===== config.mk =====
export PLATFORM = sky130hd
export DESIGN_NAME = calibrated_line_sensor_steering_unit_flat
export DESIGN_NICKNAME = d
export VERILOG_FILES = /design/src/sv/clsu_pkg.sv /design/src/sv/clsu_if.sv /design/src/sv/calibrated_line_sensor_steering_unit.sv /design/src/sv/clsu_div.sv /design/src/flat_wrapper.sv
export VERILOG_INCLUDE_DIRS = /design/src /design/src/sv
export SDC_FILE = /design/constraint.sdc
export NUM_CORES = 1
export LEC_CHECK = 0
export BUFFER_PORTS_ARGS = -buffer_cell sky130_fd_sc_hd__buf_4
export CAP_MARGIN = 10
export CORE_MARGIN = 8
export CORE_UTILIZATION = 67
export CTS_CLUSTER_SIZE = 16
export DETAILED_ROUTE_END_ITERATION = 10
export PLACE_DENSITY_LB_ADDON = 0.15
export RECOVER_POWER = 50
export SETUP_SLACK_MARGIN = 0.4
export SYNTH_ARGS = -nofsm -noshare
export SYNTH_HDL_FRONTEND = slang
export SYNTH_SLANG_ARGS = --single-unit

===== constraint.sdc =====
create_clock -name clk_i -period 11.3 [get_ports clk_i]
set_clock_uncertainty 0.15 [all_clocks]
set_input_delay 1.13 -clock clk_i [delete_from_list [all_inputs] [get_ports clk_i]]
set_output_delay 1.13 -clock clk_i [all_outputs]
set_load 0.05 [all_outputs]

===== src/sv/calibrated_line_sensor_steering_unit_assert.svh =====
// ----------------------------------------------------------------------------
// Assertion macros for the line sensor steering unit
// Concurrent property wrappers, compiled out for synthesis.
// ----------------------------------------------------------------------------
`ifndef CALIBRATED_LINE_SENSOR_STEERING_UNIT_ASSERT_SVH
`define CALIBRATED_LINE_SENSOR_STEERING_UNIT_ASSERT_SVH

`ifndef SYNTHESIS
`define CLSU_ASSERT_SAME(label, clk, rst_n, ante, cons) \
  label: assert property (@(posedge clk) disable iff (!rst_n) (ante) |-> (cons)) \
    else $error("clsu assertion failed");
`define CLSU_ASSERT_NEXT(label, clk, rst_n, ante, cons) \
  label: assert property (@(posedge clk) disable iff (!rst_n) (ante) |=> (cons)) \
    else $error("clsu assertion failed");
`else
`define CLSU_ASSERT_SAME(label, clk, rst_n, ante, cons)
`define CLSU_ASSERT_NEXT(label, clk, rst_n, ante, cons)
`endif

`endif


===== src/sv/clsu_pkg.sv =====
// ----------------------------------------------------------------------------
// Line sensor steering package
// Shared widths, register indexes, drive codes and result type.
// ----------------------------------------------------------------------------
package clsu_pkg;

  localparam int THRESH_W   = 10;
  localparam int LEN_W      = 8;
  localparam int CFG_DATA_W = 10;
  localparam int CFG_IDX_W  = 1;

  localparam logic [THRESH_W-1:0] THRESH_RESET = 10'd300;
  localparam logic [LEN_W-1:0]    LEN_RESET    = 8'd100;

  localparam logic [CFG_IDX_W-1:0] REG_LINE_THRESHOLD = 1'b0;
  localparam logic [CFG_IDX_W-1:0] REG_CAL_LENGTH     = 1'b1;

  typedef enum logic [1:0] {
    CMD_FORWARD = 2'd0,
    CMD_LEFT    = 2'd1,
    CMD_RIGHT   = 2'd2,
    CMD_STOP    = 2'd3
  } drive_cmd_e;

  typedef struct packed {
    logic       done;
    logic       left;
    logic       centre;
    logic       right;
    drive_cmd_e cmd;
  } result_t;

endpackage


===== src/sv/clsu_if.sv =====
// ----------------------------------------------------------------------------
// Line sensor steering channels
// Sample input, result output and register write channels.
// ----------------------------------------------------------------------------
interface clsu_in_if #(parameter int SAMPLE_BITS = 10) ();
  logic                   valid;
  logic                   ready;
  logic                   op;
  logic [SAMPLE_BITS-1:0] left_sample;
  logic [SAMPLE_BITS-1:0] centre_sample;
  logic [SAMPLE_BITS-1:0] right_sample;

  modport source (output valid, op, left_sample, centre_sample, right_sample,
                  input ready);
  modport sink   (input valid, op, left_sample, centre_sample, right_sample,
                  output ready);
endinterface

interface clsu_out_if ();
  logic       valid;
  logic       ready;
  logic       calibration_done;
  logic       left_on_line;
  logic       centre_on_line;
  logic       right_on_line;
  logic [1:0] drive_command;

  modport source (output valid, calibration_done, left_on_line, centre_on_line,
                  right_on_line, drive_command, input ready);
  modport sink   (input valid, calibration_done, left_on_line, centre_on_line,
                  right_on_line, drive_command, output ready);
endinterface

interface clsu_cfg_if #(parameter int IDX_W = 1, parameter int DATA_W = 10) ();
  logic              valid;
  logic              ready;
  logic [IDX_W-1:0]  index;
  logic [DATA_W-1:0] data;

  modport source (output valid, index, data, input ready);
  modport sink   (input valid, index, data, output ready);
endinterface


===== src/sv/calibrated_line_sensor_steering_unit.sv =====
// ----------------------------------------------------------------------------
// Calibrated line sensor steering unit
// Running-average bias calibration and bang-bang steering for three sensors.
// ----------------------------------------------------------------------------
// A steer item, or a calibrate item once calibration is complete, is answered
// through the pending register and then the output register. A calibrate item
// that updates the biases runs six divisions by the sample count through one
// restoring divider, one quotient bit per cycle; input ready stays low until
// its result has gone to the output register. One result waits in an
// output register, so the next item may be taken before it is collected.
// Register writes are always taken.
`include "calibrated_line_sensor_steering_unit_assert.svh"

module calibrated_line_sensor_steering_unit
  import clsu_pkg::*;
#(
  parameter int SAMPLE_BITS = 10
) (
  input  logic       clk_i,
  input  logic       rst_ni,
  clsu_in_if.sink    in_i,
  clsu_out_if.source res_o,
  clsu_cfg_if.sink   cfg_i
);

  localparam int CW = (SAMPLE_BITS > THRESH_W) ? SAMPLE_BITS : THRESH_W;
  localparam logic [2:0] LAST_DIV = 3'd5;

  typedef enum logic [1:0] {S_IDLE, S_START, S_WAIT, S_FINISH} state_e;

  state_e                 state_q, state_d;
  logic [2:0]             k_q, k_d;
  logic [LEN_W-1:0]       cnt_q, cnt_d, len_q;
  logic [THRESH_W-1:0]    thr_q;
  logic                   out_valid_q, out_valid_d;
  result_t                out_q, pend_q, pend_d, steer_res;
  logic [SAMPLE_BITS-1:0] lb_q, cb_q, rb_q;
  logic [SAMPLE_BITS-1:0] ls_q, cs_q, rs_q;
  logic [SAMPLE_BITS-1:0] qb_q;
  logic [SAMPLE_BITS-1:0] dividend, bias_sel, quotient, bias_new;
  logic [SAMPLE_BITS:0]   blend;
  logic                   in_xfer, done_now, div_start, div_done, load_out;

  function automatic logic sees(logic [SAMPLE_BITS-1:0] s, logic [SAMPLE_BITS-1:0] b,
                                logic [THRESH_W-1:0] t);
    logic [CW-1:0] a, c, th;
    a  = CW'(s);
    c  = CW'(b);
    th = CW'(t);
    return (a >= c) && ((a - c) >= th);
  endfunction

  assign in_i.ready  = (state_q == S_IDLE);
  assign cfg_i.ready = 1'b1;
  assign in_xfer     = in_i.valid && in_i.ready;
  assign done_now    = cnt_q >= len_q;
  assign div_start   = (state_q == S_START);

  clsu_div #(.W(SAMPLE_BITS), .DW(LEN_W)) u_div (
    .clk_i      (clk_i),
    .rst_ni     (rst_ni),
    .start_i    (div_start),
    .dividend_i (dividend),
    .divisor_i  (cnt_q),
    .done_o     (div_done),
    .quotient_o (quotient)
  );

  always_comb begin
    steer_res.done   = done_now;
    steer_res.left   = sees(in_i.left_sample, lb_q, thr_q);
    steer_res.centre = sees(in_i.centre_sample, cb_q, thr_q);
    steer_res.right  = sees(in_i.right_sample, rb_q, thr_q);
    if (steer_res.centre)      steer_res.cmd = CMD_FORWARD;
    else if (steer_res.left)   steer_res.cmd = CMD_LEFT;
    else if (steer_res.right)  steer_res.cmd = CMD_RIGHT;
    else                       steer_res.cmd = CMD_STOP;
  end

  always_comb begin
    case (k_q[2:1])
      2'd0:    bias_sel = lb_q;
      2'd1:    bias_sel = cb_q;
      default: bias_sel = rb_q;
    endcase
    case (k_q)
      3'd0:    dividend = lb_q;
      3'd1:    dividend = ls_q;
      3'd2:    dividend = cb_q;
      3'd3:    dividend = cs_q;
      3'd4:    dividend = rb_q;
      default: dividend = rs_q;
    endcase
    blend    = {1'b0, bias_sel} - {1'b0, qb_q} + {1'b0, quotient};
    bias_new = blend[SAMPLE_BITS] ? '1 : blend[SAMPLE_BITS-1:0];
  end

  always_comb begin
    state_d     = state_q;
    k_d         = k_q;
    cnt_d       = cnt_q;
    pend_d      = pend_q;
    load_out    = 1'b0;
    out_valid_d = out_valid_q && !res_o.ready;
    case (state_q)
      S_IDLE: begin
        if (in_xfer) begin
          if (in_i.op) begin
            pend_d  = steer_res;
            state_d = S_FINISH;
          end else begin
            pend_d = '{done: done_now, left: 1'b0, centre: 1'b0, right: 1'b0,
                       cmd: CMD_STOP};
            if (done_now) begin
              state_d = S_FINISH;
            end else begin
              cnt_d   = cnt_q + LEN_W'(1);
              k_d     = '0;
              state_d = S_START;
            end
          end
        end
      end
      S_START: state_d = S_WAIT;
      S_WAIT: begin
        if (div_done) begin
          if (k_q == LAST_DIV) begin
            state_d = S_FINISH;
          end else begin
            k_d     = k_q + 3'd1;
            state_d = S_START;
          end
        end
      end
      S_FINISH: begin
        if (!out_valid_q || res_o.ready) begin
          load_out    = 1'b1;
          out_valid_d = 1'b1;
          state_d     = S_IDLE;
        end
      end
      default: state_d = S_IDLE;
    endcase
  end

  always_ff @(posedge clk_i or negedge rst_ni) begin
    if (!rst_ni) begin
      state_q     <= S_IDLE;
      k_q         <= '0;
      cnt_q       <= '0;
      out_valid_q <= 1'b0;
      out_q       <= '0;
      thr_q       <= THRESH_RESET;
      len_q       <= LEN_RESET;
      lb_q        <= '0;
      cb_q        <= '0;
      rb_q        <= '0;
    end else begin
      state_q     <= state_d;
      k_q         <= k_d;
      cnt_q       <= cnt_d;
      out_valid_q <= out_valid_d;
      if (load_out) out_q <= pend_q;
      if (cfg_i.valid && cfg_i.ready) begin
        case (cfg_i.index)
          REG_LINE_THRESHOLD: thr_q <= cfg_i.data[THRESH_W-1:0];
          REG_CAL_LENGTH:     len_q <= cfg_i.data[LEN_W-1:0];
          default: ;
        endcase
      end
      if (state_q == S_WAIT && div_done && k_q[0]) begin
        case (k_q[2:1])
          2'd0:    lb_q <= bias_new;
          2'd1:    cb_q <= bias_new;
          default: rb_q <= bias_new;
        endcase
      end
    end
  end

  always_ff @(posedge clk_i) begin
    pend_q <= pend_d;
    if (in_xfer) begin
      ls_q <= in_i.left_sample;
      cs_q <= in_i.centre_sample;
      rs_q <= in_i.right_sample;
    end
    if (state_q == S_WAIT && div_done && !k_q[0]) qb_q <= quotient;
  end

  assign res_o.valid            = out_valid_q;
  assign res_o.calibration_done = out_q.done;
  assign res_o.left_on_line     = out_q.left;
  assign res_o.centre_on_line   = out_q.centre;
  assign res_o.right_on_line    = out_q.right;
  assign res_o.drive_command    = out_q.cmd;

  `CLSU_ASSERT_NEXT(a_cnt_step, clk_i, rst_ni, in_xfer && !in_i.op && !done_now,
                    cnt_q == $past(cnt_q) + LEN_W'(1))
  `CLSU_ASSERT_SAME(a_div_wait, clk_i, rst_ni, div_done, state_q == S_WAIT)
  `CLSU_ASSERT_NEXT(a_finish_out, clk_i, rst_ni, state_q == S_FINISH && !out_valid_q,
                    res_o.valid)

endmodule


===== src/sv/clsu_div.sv =====
// ----------------------------------------------------------------------------
// Line sensor steering divider
// Restoring unsigned divider, one quotient bit per cycle.
// ----------------------------------------------------------------------------
module clsu_div #(
  parameter int W  = 10,
  parameter int DW = 8
) (
  input  logic          clk_i,
  input  logic          rst_ni,
  input  logic          start_i,
  input  logic [W-1:0]  dividend_i,
  input  logic [DW-1:0] divisor_i,
  output logic          done_o,
  output logic [W-1:0]  quotient_o
);

  localparam int CNT_W = $clog2(W + 1);

  logic             busy_q, done_q;
  logic [CNT_W-1:0] cnt_q;
  logic [DW-1:0]    rem_q, rem_d, divisor_q;
  logic [W-1:0]     quo_q;
  logic [DW:0]      shifted, diff;
  logic             fits;

  always_comb begin
    shifted = {rem_q, quo_q[W-1]};
    diff    = shifted - {1'b0, divisor_q};
    fits    = shifted >= {1'b0, divisor_q};
    rem_d   = fits ? diff[DW-1:0] : shifted[DW-1:0];
  end

  always_ff @(posedge clk_i or negedge rst_ni) begin
    if (!rst_ni) begin
      busy_q <= 1'b0;
      done_q <= 1'b0;
      cnt_q  <= '0;
    end else if (start_i) begin
      busy_q <= 1'b1;
      done_q <= 1'b0;
      cnt_q  <= CNT_W'(W);
    end else if (busy_q) begin
      cnt_q <= cnt_q - CNT_W'(1);
      if (cnt_q == CNT_W'(1)) begin
        busy_q <= 1'b0;
        done_q <= 1'b1;
      end
    end else begin
      done_q <= 1'b0;
    end
  end

  always_ff @(posedge clk_i) begin
    if (start_i) begin
      rem_q     <= '0;
      quo_q     <= dividend_i;
      divisor_q <= divisor_i;
    end else if (busy_q) begin
      rem_q <= rem_d;
      quo_q <= {quo_q[W-2:0], fits};
    end
  end

  assign done_o     = done_q;
  assign quotient_o = quo_q;

endmodule

===== src/flat_wrapper.sv =====
// flat-port wrapper written by rule: the top's interface ports become plain ports
module calibrated_line_sensor_steering_unit_flat import clsu_pkg::*;
#(
  parameter int SAMPLE_BITS = 10
)
  (clk_i, rst_ni, in_i_valid, in_i_op, in_i_left_sample, in_i_centre_sample, in_i_right_sample, in_i_ready, res_o_valid, res_o_calibration_done, res_o_left_on_line, res_o_centre_on_line, res_o_right_on_line, res_o_drive_command, res_o_ready, cfg_i_valid, cfg_i_index, cfg_i_data, cfg_i_ready);
  clsu_in_if #(.SAMPLE_BITS(SAMPLE_BITS)) in_i_i ();
  clsu_out_if res_o_i ();
  clsu_cfg_if cfg_i_i ();
  input  logic clk_i;
  input  logic rst_ni;
  input wire logic [$bits(in_i_i.valid)-1:0] in_i_valid;
  input wire logic [$bits(in_i_i.op)-1:0] in_i_op;
  input wire logic [$bits(in_i_i.left_sample)-1:0] in_i_left_sample;
  input wire logic [$bits(in_i_i.centre_sample)-1:0] in_i_centre_sample;
  input wire logic [$bits(in_i_i.right_sample)-1:0] in_i_right_sample;
  output wire logic [$bits(in_i_i.ready)-1:0] in_i_ready;
  output wire logic [$bits(res_o_i.valid)-1:0] res_o_valid;
  output wire logic [$bits(res_o_i.calibration_done)-1:0] res_o_calibration_done;
  output wire logic [$bits(res_o_i.left_on_line)-1:0] res_o_left_on_line;
  output wire logic [$bits(res_o_i.centre_on_line)-1:0] res_o_centre_on_line;
  output wire logic [$bits(res_o_i.right_on_line)-1:0] res_o_right_on_line;
  output wire logic [$bits(res_o_i.drive_command)-1:0] res_o_drive_command;
  input wire logic [$bits(res_o_i.ready)-1:0] res_o_ready;
  input wire logic [$bits(cfg_i_i.valid)-1:0] cfg_i_valid;
  input wire logic [$bits(cfg_i_i.index)-1:0] cfg_i_index;
  input wire logic [$bits(cfg_i_i.data)-1:0] cfg_i_data;
  output wire logic [$bits(cfg_i_i.ready)-1:0] cfg_i_ready;
  assign in_i_i.valid = in_i_valid;
  assign in_i_i.op = in_i_op;
  assign in_i_i.left_sample = in_i_left_sample;
  assign in_i_i.centre_sample = in_i_centre_sample;
  assign in_i_i.right_sample = in_i_right_sample;
  assign in_i_ready = in_i_i.ready;
  assign res_o_valid = res_o_i.valid;
  assign res_o_calibration_done = res_o_i.calibration_done;
  assign res_o_left_on_line = res_o_i.left_on_line;
  assign res_o_centre_on_line = res_o_i.centre_on_line;
  assign res_o_right_on_line = res_o_i.right_on_line;
  assign res_o_drive_command = res_o_i.drive_command;
  assign res_o_i.ready = res_o_ready;
  assign cfg_i_i.valid = cfg_i_valid;
  assign cfg_i_i.index = cfg_i_index;
  assign cfg_i_i.data = cfg_i_data;
  assign cfg_i_ready = cfg_i_i.ready;
  calibrated_line_sensor_steering_unit #(.SAMPLE_BITS(SAMPLE_BITS)) u_core (.clk_i(clk_i), .rst_ni(rst_ni), .in_i(in_i_i), .res_o(res_o_i), .cfg_i(cfg_i_i));
endmodule

==> results.toml <==
[status]
status = "finished, violations left"
violations = "capacitance limit, slew limit"

[final_layout]
area_growth_pct = 11.9
final_cell_mix = "100 x inv_1, 95 x ha_1, 80 x nand2_1, 67 x dfrtp_1, 64 x edfxtp_1"
fin_nets = 1096
regArea_sq_um = 3940
final_common_cell = "inv_1"
diodes = 0
nFillCells = 939
drive_above_1_share_pct = 11.1
multi_input_area_sq_um = 4650

[drt]
vias = 7041
postRouteAntennaNets = 0
dr.pass1.iters = 5
drc_errors = 0
wl_mm = 22.1
wl_per_cell_um = 19.6
vias_per_cell = 6.24
drt_iter0_drc = 854

[setup_path]
cpPeakStageDelay_ns = 2.63
r2r-start = "u_core.k_q[1]"
path_buf_inv = 1
start_kind = "input port"
r2r_end = "u_core.cb_q[9]"
path_depth = 1
worstRegToRegCells = 11
critPathMaxFanout = 74
endpoint = "u_core.rb_q[0]"
regToRegSetupSlack_ns = 7.04
path_class = "in -> async"
crit_chain = "clkbuf_1"
crit_arrival_ns = 3.83
cp-end-kind = "asynchronous set/reset pin"
crit_required_ns = 10.81
critical_path.startpoint = "rst_ni"
cp_slowest_cell = "clkbuf_1"
crit_family = "buffers and inverters"

[logic_synthesis]
synth_area_sq_um = 9050
syn_inst = 884
synth_ff_type = "dfrtp_1"
yosys_warnings = 0
synth-seq-cells = 146
ys_seq_area_share_pct = 43.5
syn_avg_cell_area_sq_um = 10.2
synthDistinctLibCells = 64
ys_async_sr_fraction_pct = 50.7
syn_nets = 1040
synth_edf_count = 64

[sta]
rsz0062_at_grt = "no"
setup_violations = 0
setup-tns-final_ns = 0
whs_ns = 0.315
relSlewSlack_pct = -155
maxSlewViolCount = 75
finalHoldViolations = 0
fin_crit_sh_pct = 38.3
max_freq_mhz = 231
finalCriticalPeriod_ns = 4.33
worstMarginPinSlew_ns = 3.82

[cts]
cts_tree = "yes"
post-cts-setup-buffer-count = 0
cts.sinks = 146
clk_latency_ns = 0.43
cts_resized = 0
clk_pin_slew_ns = 0.06
h-tree-depth = 4
cts_made_buffers = 17
cts_root_buf = "clkbuf_16"
ctsLongestPathBuffers = 2
cts_hold_buf = 0

[pwr]
power_density_nw_per_um2 = 299
total_power_uw = 3030
peakVddDrop_mv = 0.151
leakage_uw = 0.00438

[global_route]
grt_max_degree = 75
track_usage_pct = 25.8
grt_first_pass_wirelength_mm = 35.9
antenna_found_initial = 0
overflow = 0
grt_pass1_vias = 7108

[floorplanning]
initial_core_util_pct = 68.4
rows = 42
die_h_um = 132
dieArea_sq_um = 17500
core_sq_um = 13200
ios = 56
die_w_um = 132

[place]
io_buffers = 54
gp_congestion = 0.967
place_hpwl_mm = 17.1

[flow_run]
maxCapViolCount = 1

[hold_path]
hp-class = "reg -> reg"
[synth_stat cells, drive strengths merged (7+ instances only)]
library cell / count / share of area (%)
dfxtp: 8 / 1.8
clkbuf: 21 / 0.87
inv: 100 / 4.1
edfxtp: 64 / 21
o21a: 12 / 1.0
a41oi: 9 / 0.87
ha: 95 / 13
nand3: 7 / 0.39
a222oi: 10 / 1.1
nand2: 80 / 3.3
mux2i: 10 / 1.1
dfrtp: 67 / 19
dfstp: 7 / 2.0
nor2: 54 / 2.2
fa: 14 / 3.1
mux2: 24 / 3.0
xnor2: 29 / 2.9
nand2b: 10 / 0.69
nand4: 11 / 0.76
xor2: 16 / 1.5
a21oi: 56 / 3.2
nor2b: 7 / 0.48
a31oi: 7 / 0.48
a21o: 16 / 1.3
nor3: 14 / 0.88
a211oi: 11 / 0.91
o21ai: 58 / 3.2
a311oi: 7 / 0.68
[worst min-delay path by stage]
| stage | startpoint | end | slack (ns) | cells after the start |
|---|---|---|---|---|
| CTS | u_core.u_div.quotient_o[9] | u_core.qb_q[9] | 0.31 | 0 |
| detailed placement | u_core.u_div.quotient_o[9] | u_core.qb_q[9] | 0.29 | 0 |
| global route | u_core.u_div.quotient_o[9] | u_core.qb_q[9] | 0.31 | 0 |
| global placement | u_core.u_div.quotient_o[9] | u_core.qb_q[9] | 0.28 | 0 |
| finish | u_core.u_div.quotient_o[9] | u_core.qb_q[9] | 0.32 | 0 |
| floorplan | u_core.u_div.quotient_o[9] | u_core.qb_q[9] | 0.28 | 0 |
[sequential cells by signal, indices dropped and copies added, names as in the netlist, 10 cells and up]
signal and flops:
u_core.cs_q 10, u_core.rb_q 10, u_core.rs_q 10, u_core.lb_q 10, u_core.qb_q 10, u_core.ls_q 10
u_core.u_div.quotient_o 10, u_core.cb_q 10, u_core.thr_q 10
[cell type report]
type / instances / area share, %
Sequential cell: 146 / 38.9
Tap cell: 176 / 2.17
Clock inverter: 11 / 1.11
Inverter: 100 / 3.71
Clock buffer: 21 / 4.87
Timing Repair Buffer: 60 / 3.37
Multi-Input combinational cell: 615 / 45.9
[where the power goes]
group	total (uW)	switching [uW]	internal (uW)
combinational	1590	939	647
sequential	872	147	725
clock	567	228	339
[metal layers]
layer | vias up | global-route usage, % | wire length (um)
met4 | 0 | 9.53 | 495
met5 | - | 0 | 0
met2 | 294 | 40.7 | 10300
met1 | 3436 | 34.2 | 9680
met3 | 42 | 5.60 | 1640
li1 | 3269 | - | -
[through the flow]
stage               instances  worst slack, ns  cell area [sq um]  utilization [%]
CTS                      1129             7.07              10200             77.3
global route             1129             6.11              10100             76.5
global placement         1097             6.83               9630             72.8
detailed placement       1097             6.70               9630             72.8
finish                   1129             6.97              10100             76.5
floorplan                 884             7.17               9050                -
[logic make-up (layout without fill, tap and decap cells)]
kind of cell,Yosys count,in the layout,synth area share [%]
muxes,34,34,4.09
adders and majority gates,109,109,16.2
other,1,1,0.0414
DFF,146,146,43.5
and+or+nand+nor,211,211,11.0
xor gates and xnor gates,45,45,4.44
AOI/OAI and AO/OA,215,215,15.5
buffers and inverters,123,192,5.14
No activity file was read; power rests on OpenSTA's default activity.
